### src/rtl/rgb_to_hsv_pixel_assert.svh
// ----------------------------------------------------------------------------
// RGB to HSV pixel converter: assertion macros
// Concurrent assertion shorthands clocked on clk and disabled during rst.
// ----------------------------------------------------------------------------
`ifndef RGB_TO_HSV_PIXEL_ASSERT_SVH
`define RGB_TO_HSV_PIXEL_ASSERT_SVH

// Same-cycle implication check.
`define RTH_ASSERT(label, prop, msg) \
  label: assert property (@(posedge clk) disable iff (rst) prop) else $error(msg);

// Next-cycle implication check.
`define RTH_ASSERT_NEXT(label, cond, conseq, msg) \
  label: assert property (@(posedge clk) disable iff (rst) cond |=> conseq) else $error(msg);

`endif

### src/rtl/rth_pkg.sv
// ----------------------------------------------------------------------------
// RGB to HSV pixel converter: package
// Widths and word types shared by all modules, and the restoring division step.
// ----------------------------------------------------------------------------
`timescale 1ns / 1ps
`default_nettype none

package rth_pkg;

  localparam int CHANNEL_BITS = 8;
  localparam int FRAC_BITS    = 16;
  localparam int REM_BITS     = CHANNEL_BITS + 3;
  localparam int NUM_BITS     = REM_BITS + 1;
  localparam int QUEUE_DEPTH  = 4;
  localparam int QPTR_BITS    = $clog2(QUEUE_DEPTH);
  localparam int DIV_STAGES   = FRAC_BITS;

  typedef struct packed {
    logic [CHANNEL_BITS-1:0] red;
    logic [CHANNEL_BITS-1:0] green;
    logic [CHANNEL_BITS-1:0] blue;
  } rth_in_t;

  typedef struct packed {
    logic [FRAC_BITS-1:0]    hue;
    logic [FRAC_BITS-1:0]    saturation;
    logic [CHANNEL_BITS-1:0] value;
  } rth_out_t;

  typedef struct packed {
    logic [CHANNEL_BITS-1:0] value;
    logic [CHANNEL_BITS-1:0] chroma;
    logic [REM_BITS-1:0]     hue_num;
    logic                    black;
    logic                    gray;
  } rth_item_t;

  typedef struct packed {
    logic [CHANNEL_BITS-1:0] value;
    logic                    black;
    logic                    gray;
    logic [REM_BITS-1:0]     den_s;
    logic [REM_BITS-1:0]     den_h;
    logic [REM_BITS-1:0]     rem_s;
    logic [REM_BITS-1:0]     rem_h;
    logic [FRAC_BITS-1:0]    low_s;
    logic [FRAC_BITS-1:0]    q_s;
    logic [FRAC_BITS-1:0]    q_h;
  } rth_div_t;

  // One restoring division step: returns the quotient bit above the new remainder.
  function automatic logic [REM_BITS:0] div_step(input logic [REM_BITS-1:0] rem,
                                                 input logic [REM_BITS-1:0] den,
                                                 input logic                next_bit);
    logic [REM_BITS:0] trial;
    logic [REM_BITS:0] diff;
    trial = {rem, next_bit};
    diff  = trial - {1'b0, den};
    if (trial >= {1'b0, den}) begin
      return {1'b1, diff[REM_BITS-1:0]};
    end else begin
      return {1'b0, trial[REM_BITS-1:0]};
    end
  endfunction

endpackage

`default_nettype wire

### src/rtl/rth_front.sv
// ----------------------------------------------------------------------------
// RGB to HSV pixel converter: front end
// Accepts a pixel, finds value, chroma and the hue numerator within one turn.
// ----------------------------------------------------------------------------
`timescale 1ns / 1ps
`default_nettype none

module rth_front (
  input  wire logic               clk,
  input  wire logic               rst,
  input  wire logic               in_valid,
  output logic                    in_ready,
  input  wire rth_pkg::rth_in_t   in_data,
  output logic                    item_valid,
  input  wire logic               item_ready,
  output rth_pkg::rth_item_t      item
);
  import rth_pkg::*;

  logic [CHANNEL_BITS-1:0] vmax;
  logic [CHANNEL_BITS-1:0] vmin;
  logic [CHANNEL_BITS-1:0] chroma;
  logic                    red_max;
  logic                    green_max;
  logic signed [NUM_BITS-1:0] rs, gs, bs, cs;
  logic signed [NUM_BITS-1:0] num_raw;
  logic signed [NUM_BITS-1:0] num_wrap;
  rth_item_t               item_next;

  always_comb begin
    red_max   = (in_data.red >= in_data.green) && (in_data.red >= in_data.blue);
    green_max = !red_max && (in_data.green >= in_data.blue);
    if (red_max) begin
      vmax = in_data.red;
    end else if (green_max) begin
      vmax = in_data.green;
    end else begin
      vmax = in_data.blue;
    end
    vmin = in_data.red;
    if (in_data.green < vmin) begin
      vmin = in_data.green;
    end
    if (in_data.blue < vmin) begin
      vmin = in_data.blue;
    end
    chroma = vmax - vmin;

    rs = signed'(NUM_BITS'(in_data.red));
    gs = signed'(NUM_BITS'(in_data.green));
    bs = signed'(NUM_BITS'(in_data.blue));
    cs = signed'(NUM_BITS'(chroma));
    if (red_max) begin
      num_raw = gs - bs;
    end else if (green_max) begin
      num_raw = bs - rs + (cs <<< 1);
    end else begin
      num_raw = rs - gs + (cs <<< 2);
    end
    if (num_raw < 0) begin
      num_wrap = num_raw + (cs <<< 2) + (cs <<< 1);
    end else begin
      num_wrap = num_raw;
    end

    item_next.value   = vmax;
    item_next.chroma  = chroma;
    item_next.hue_num = num_wrap[REM_BITS-1:0];
    item_next.black   = (vmax == '0);
    item_next.gray    = (chroma == '0);
  end

  assign in_ready = !item_valid || item_ready;

  always_ff @(posedge clk) begin
    if (rst) begin
      item_valid <= 1'b0;
    end else if (in_valid && in_ready) begin
      item_valid <= 1'b1;
    end else if (item_ready) begin
      item_valid <= 1'b0;
    end
  end

  always_ff @(posedge clk) begin
    if (in_valid && in_ready) begin
      item <= item_next;
    end
  end

endmodule

`default_nettype wire

### src/rtl/rth_queue.sv
// ----------------------------------------------------------------------------
// RGB to HSV pixel converter: decoupling queue
// Short register FIFO between the front end and the division pipeline.
// ----------------------------------------------------------------------------
`timescale 1ns / 1ps
`default_nettype none
`include "rgb_to_hsv_pixel_assert.svh"

module rth_queue (
  input  wire logic               clk,
  input  wire logic               rst,
  input  wire logic               push_valid,
  output logic                    push_ready,
  input  wire rth_pkg::rth_item_t push_item,
  output logic                    pop_valid,
  input  wire logic               pop_ready,
  output rth_pkg::rth_item_t      pop_item
);
  import rth_pkg::*;

  rth_item_t            slots [QUEUE_DEPTH];
  logic [QPTR_BITS-1:0] wr_ptr;
  logic [QPTR_BITS-1:0] rd_ptr;
  logic [QPTR_BITS:0]   count;
  logic                 push;
  logic                 pop;

  assign push_ready = (count != (QPTR_BITS + 1)'(QUEUE_DEPTH));
  assign pop_valid  = (count != '0);
  assign push       = push_valid && push_ready;
  assign pop        = pop_valid && pop_ready;
  assign pop_item   = slots[rd_ptr];

  always_ff @(posedge clk) begin
    if (rst) begin
      wr_ptr <= '0;
      rd_ptr <= '0;
      count  <= '0;
    end else begin
      if (push) begin
        wr_ptr <= wr_ptr + 1'b1;
      end
      if (pop) begin
        rd_ptr <= rd_ptr + 1'b1;
      end
      if (push && !pop) begin
        count <= count + 1'b1;
      end else if (pop && !push) begin
        count <= count - 1'b1;
      end
    end
  end

  always_ff @(posedge clk) begin
    if (push) begin
      slots[wr_ptr] <= push_item;
    end
  end

  `RTH_ASSERT(a_count_range, count <= (QPTR_BITS + 1)'(QUEUE_DEPTH), "queue count overflow")
  `RTH_ASSERT(a_ptr_match, (wr_ptr - rd_ptr) == count[QPTR_BITS-1:0], "queue pointers disagree with count")
  `RTH_ASSERT_NEXT(a_push_grows, push && !pop, count == $past(count) + 1'b1, "queue count did not grow")

endmodule

`default_nettype wire

### src/rtl/rth_back.sv
// ----------------------------------------------------------------------------
// RGB to HSV pixel converter: division pipeline
// Two pipelined restoring dividers, one quotient bit per stage, and output word.
// ----------------------------------------------------------------------------
`timescale 1ns / 1ps
`default_nettype none
`include "rgb_to_hsv_pixel_assert.svh"

module rth_back (
  input  wire logic               clk,
  input  wire logic               rst,
  input  wire logic               item_valid,
  output logic                    item_ready,
  input  wire rth_pkg::rth_item_t item,
  output logic                    out_valid,
  input  wire logic               out_ready,
  output rth_pkg::rth_out_t       out_data
);
  import rth_pkg::*;

  rth_div_t                   stg [DIV_STAGES];
  logic [DIV_STAGES-1:0]      vld;
  logic                       advance_en;
  logic [CHANNEL_BITS+FRAC_BITS-1:0] sat_num;
  rth_div_t                   stg_init;
  rth_div_t                   stg_last;
  rth_out_t                   out_next;

  function automatic rth_div_t div_advance(input rth_div_t cur);
    rth_div_t          nxt;
    logic [REM_BITS:0] s;
    logic [REM_BITS:0] h;
    nxt       = cur;
    s         = div_step(cur.rem_s, cur.den_s, cur.low_s[FRAC_BITS-1]);
    h         = div_step(cur.rem_h, cur.den_h, 1'b0);
    nxt.rem_s = s[REM_BITS-1:0];
    nxt.rem_h = h[REM_BITS-1:0];
    nxt.q_s   = {cur.q_s[FRAC_BITS-2:0], s[REM_BITS]};
    nxt.q_h   = {cur.q_h[FRAC_BITS-2:0], h[REM_BITS]};
    nxt.low_s = {cur.low_s[FRAC_BITS-2:0], 1'b0};
    return nxt;
  endfunction

  assign advance_en = !out_valid || out_ready;
  assign item_ready = advance_en;

  always_comb begin
    sat_num        = {item.chroma, {FRAC_BITS{1'b0}}}
                     - (CHANNEL_BITS + FRAC_BITS)'(item.chroma);
    stg_init.value = item.value;
    stg_init.black = item.black;
    stg_init.gray  = item.gray;
    stg_init.den_s = REM_BITS'(item.value);
    stg_init.den_h = (REM_BITS'(item.chroma) << 2) + (REM_BITS'(item.chroma) << 1);
    stg_init.rem_s = REM_BITS'(sat_num[CHANNEL_BITS+FRAC_BITS-1:FRAC_BITS]);
    stg_init.rem_h = item.hue_num;
    stg_init.low_s = sat_num[FRAC_BITS-1:0];
    stg_init.q_s   = '0;
    stg_init.q_h   = '0;

    stg_last            = div_advance(stg[DIV_STAGES-1]);
    out_next.hue        = stg_last.gray  ? '0 : stg_last.q_h;
    out_next.saturation = stg_last.black ? '0 : stg_last.q_s;
    out_next.value      = stg_last.value;
  end

  always_ff @(posedge clk) begin
    if (rst) begin
      vld       <= '0;
      out_valid <= 1'b0;
    end else if (advance_en) begin
      vld       <= {vld[DIV_STAGES-2:0], item_valid};
      out_valid <= vld[DIV_STAGES-1];
    end
  end

  always_ff @(posedge clk) begin
    if (advance_en) begin
      stg[0] <= stg_init;
      for (int i = 1; i < DIV_STAGES; i++) begin
        stg[i] <= div_advance(stg[i-1]);
      end
      out_data <= out_next;
    end
  end

  `RTH_ASSERT(a_gray_hue, (out_valid && out_data.saturation == '0) |-> (out_data.hue == '0), "nonzero hue with zero saturation")
  `RTH_ASSERT(a_black_sat, (out_valid && out_data.value == '0) |-> (out_data.saturation == '0), "nonzero saturation on a black pixel")
  `RTH_ASSERT_NEXT(a_stall_freeze, !advance_en, vld == $past(vld), "pipeline moved while stalled")

endmodule

`default_nettype wire

### src/rtl/rgb_to_hsv_pixel.sv
// ----------------------------------------------------------------------------
// RGB to HSV pixel converter: top level
// Converts one RGB pixel word to an HSV word per clock while out_ready is high.
// ----------------------------------------------------------------------------
// Input channel in_valid/in_ready carries a word of red, green and blue
// samples; output channel out_valid/out_ready carries hue, saturation and
// value. Hue is a 16-bit fraction of a turn, saturation a 16-bit fraction
// with all ones meaning 1.0, value the largest sample.
// Throughput is one word per cycle while out_ready is high. From acceptance
// to the output a word passes the front-end register, which loads at the
// accepting edge, then one queue slot, sixteen pipeline stages (fifteen
// restoring steps, one quotient bit each, hue and saturation in parallel)
// and the output register, which takes the last step.
// A four-entry queue sits between the front end and the division pipeline.
// While out_valid is high and out_ready low the pipeline freezes in place;
// the front end keeps taking words until the queue fills, then in_ready drops.
// Synchronous reset empties the queue and clears all valid flags; no
// configuration is needed.
// ----------------------------------------------------------------------------
`timescale 1ns / 1ps
`default_nettype none

module rgb_to_hsv_pixel (
  input  wire logic             clk,
  input  wire logic             rst,
  input  wire logic             in_valid,
  output logic                  in_ready,
  input  wire rth_pkg::rth_in_t in_data,
  output logic                  out_valid,
  input  wire logic             out_ready,
  output rth_pkg::rth_out_t     out_data
);
  import rth_pkg::*;

  logic      front_valid;
  logic      front_ready;
  rth_item_t front_item;
  logic      queue_valid;
  logic      queue_ready;
  rth_item_t queue_item;

  rth_front u_front (
    .clk        (clk),
    .rst        (rst),
    .in_valid   (in_valid),
    .in_ready   (in_ready),
    .in_data    (in_data),
    .item_valid (front_valid),
    .item_ready (front_ready),
    .item       (front_item)
  );

  rth_queue u_queue (
    .clk        (clk),
    .rst        (rst),
    .push_valid (front_valid),
    .push_ready (front_ready),
    .push_item  (front_item),
    .pop_valid  (queue_valid),
    .pop_ready  (queue_ready),
    .pop_item   (queue_item)
  );

  rth_back u_back (
    .clk        (clk),
    .rst        (rst),
    .item_valid (queue_valid),
    .item_ready (queue_ready),
    .item       (queue_item),
    .out_valid  (out_valid),
    .out_ready  (out_ready),
    .out_data   (out_data)
  );

endmodule

`default_nettype wire
### config.mk
export PLATFORM = sky130hd
export DESIGN_NAME = rgb_to_hsv_pixel
export DESIGN_NICKNAME = d
export VERILOG_FILES = /design/src/rtl/rth_pkg.sv /design/src/rtl/rth_front.sv /design/src/rtl/rth_queue.sv /design/src/rtl/rth_back.sv /design/src/rtl/rgb_to_hsv_pixel.sv
export VERILOG_INCLUDE_DIRS = /design/src /design/src/rtl
export SDC_FILE = /design/constraint.sdc
export NUM_CORES = 2
export LEC_CHECK = 0
export BUFFER_PORTS_ARGS = -buffer_cell sky130_fd_sc_hd__buf_2
export CAP_MARGIN = 20
export CORE_MARGIN = 8
export CORE_UTILIZATION = 35
export DETAILED_ROUTE_END_ITERATION = 16
export GPL_TIMING_DRIVEN = 0
export PLACE_DENSITY_LB_ADDON = 0.08
export SLEW_MARGIN = 20
export SYNTH_ARGS = -nofsm -noshare
export SYNTH_HDL_FRONTEND = slang
export SYNTH_SLANG_ARGS = --single-unit
### constraint.sdc
create_clock -name clk -period 85.8 [get_ports clk]
set_input_delay 4.29 -clock clk [delete_from_list [all_inputs] [get_ports clk]]
set_output_delay 4.29 -clock clk [all_outputs]
set_load 0.02 [all_outputs]
==> run summary <==
Port-buffer cells = 68
synthesized area per cell = 13.3 µm²
Die Y = 420 µm
gr usage total = 0.122
initial core utilization = 0.352
clk_lat worst skew = 0.76 ns
FP Rows = 148
CTS tree = built
synth top area cells = edfxtp_1 (62%), ha_1 (8.3%), inv_1 (3.7%), a21oi_1 (2.6%), mux2_2 (2.1%)
Detail Route Antenna Nets = 0
dpl hpwl = 80,000 µm
Post-CTS Hold Fix Bufs = 0
Reg area = 36,000 µm²
Num CTS Buffers = 142
chip width = 420 µm
FMAX = 0.0746 GHz
Die ar. = 177,000 µm²
core area = 163,000 µm²
crit-path max FO = 10
fill cell count = 15.3k
Layout Utilization = 0.405
most frequent cells in the layout = edfxtp_1 (1,180), inv_1 (571), ha_1 (380)
CP max stage delay = 0.55 ns
initial antenna violation count = 0
multi-input logic area = 18,900 µm²
H-tree depth = 4
global-route wire length before repair = 173,000 µm
kind of critical path = primary input to register
grt ovf = 0
DR vias/cell = 4.65
most used cell, CP = ha_1
cts repair resizes = 0
postcts setup bufs = 0
clk sinks = 1,207
period utilisation layout = 0.156
Layout Area Growth over Synthesis = 15.0%
TNS Setup = 0 ns
final hold violations = 0
worst clock skew = 0.0209 ns
post-synthesis sequential area ratio = 0.629
Tmin final = 13.41 ns
ant diodes = 0
syn nets = 4,748
via count = 31.8k
# setup viols final = 0
gate count after technology mapping = 4,295
Worst-Margin Slew = 1.03 ns
Ys Warns = 0
largest net degree at the start of global routing = 35
TritonRoute pass-1 iters = 5
Post-synth EDFFs = 1,180
max-cap viol count = 0
Arrival @ worst endpoint = 13.90 ns
Initial DRC Count = 1,520
Clk pin slew, worst setup/hold paths = 0.06 ns
Setup crit start kind = primary input
CP endpoint kind = register
nets = 5,003
fraction of layout cells with a size suffix above 1 = 0.109
final wirelength = 108,000 µm
Slew HR = 0.304
Crit-path slowest cell = fa_1
clock root buffer = clkbuf_16
RSZ-0062 raised after global routing = false
Syn Std Cell Area = 57,200 µm²
DRC = 0
Worst Path Required = 86.29 ns
cell accounting for the most synthesized area = edfxtp_1
worst-case clock buffer depth = 3
outcome = finished, final reports clean
Hold WC Path Type = register to register
most common cell after layout, fill and taps aside = edfxtp_1
post-DR wirelength/cell = 15.9 µm
post-synthesis cell type count = 87
main flop type after synthesis = edfxtp_1
vias in the first global route = 32.4k
area share of the largest cell type after synthesis = 0.619
I/O pin total = 70
asr flop ratio synth = 0
GPL Wtd Cong = 0.814
Final Slew Violations = 0
#FFs+latches synth = 1,207
-- registers in the layout, indices dropped and copies added, names as in the netlist, named ones only --
register / cells
u_queue.rd_ptr: 2
u_front.item_valid: 1
u_back.vld: 16
u_queue.count: 3
u_back.out_data: 40
u_back.stg: 995
u_front.item: 29
u_back.out_valid: 1
u_queue.slots: 116
u_queue.wr_ptr: 2
-- path summary, 6_finish.rpt --
check	startpoint	endpoint	slack (ns)	cells after the start
max	in_data[12]	u_front.item[12]	72.39	41
min	u_back.stg[3][217]	u_back.stg[3][320]	0.40	0
max reg2reg	u_back.stg[1][276]	u_back.stg[1][358]	82.25	12
min reg2reg	u_back.stg[3][217]	u_back.stg[3][320]	0.40	0
-- logic make-up after synthesis --
| kind of cell | synth area share |
|---|---|
| flip-flops | 0.629 |
| AO/OA/AOI/OAI | 0.0835 |
| XOR/XNOR | 0.0322 |
| AND/OR/NAND/NOR | 0.0763 |
| multiplexers | 0.0388 |
| buffers and inverters | 0.0417 |
| adder cells (fa/ha/maj) | 0.0988 |
-- cell usage after synthesis (6+ instances only) --
cell type     n
o21ai_2       8
nand3b_1     17
mux2i_1      30
xor2_1       86
and3_1        6
dfxtp_1      27
xnor2_1     122
o31ai_1       7
mux4_2       29
o31a_1        8
nand2b_1     73
mux2_2      106
inv_1       571
clkbuf_1     35
a21oi_1     292
buf_2         7
a21boi_0     24
buf_1        10
nor4_1       17
nor2b_1      85
and2_1       13
nor2_1      264
nand4_1      64
or3b_1       14
a221oi_1     18
nand3_1      92
o21ai_0     201
nor3_1       41
ha_1        380
a21o_1       86
o21a_1       41
o21ai_1      27
nand2_1     144
o21bai_1     15
or3_1        18
a31oi_1      12
edfxtp_1   1180
fa_1         45
a211oi_1     10
-- critical path: cells and delay by family --
family | cells | cell delay [ns]
AOI/OAI and AO/OA | 12 | 3.00
xor gates and xnor gates | 3 | 0.67
buffers and inverters | 5 | 0.97
and+or+nand+nor | 12 | 1.85
muxes | 3 | 0.76
adders and majority gates | 6 | 2.29
-- per-stage QoR --
step	worst slack, ns	instances	hold slack [ns]	cell area [µm²]
2_1_floorplan	51.45	4295	0.400	57200
3_3_place_gp	38.24	6538	0.400	60300
3_5_place_dp	71.57	6581	0.405	61200
4_1_cts	72.38	6837	0.400	65800
5_1_grt	71.71	6837	0.404	65800
6_report	72.39	6837	0.399	65800
-- final cells by class --
cell class                 count  area share
multi-input combinational   2460       0.287
clock inverter                83      0.0132
timing repair buffer         111      0.0189
inverter                     572      0.0326
sequential                  1207       0.546
tap                         2175      0.0413
buffer                        56     0.00369
clock buffer                 173      0.0567
-- routing by layer --
layer	GRT usage	wire length (µm)	vias to the layer above
met5	0	0	-
met4	0.0378	2700	0
met3	0.0240	3290	186
met2	0.213	53500	333
met1	0.151	48900	15182
li1	-	-	16067
Power is not shown: default switching activity piles up to over one toggle a cycle in this logic, so the estimate is an artifact.
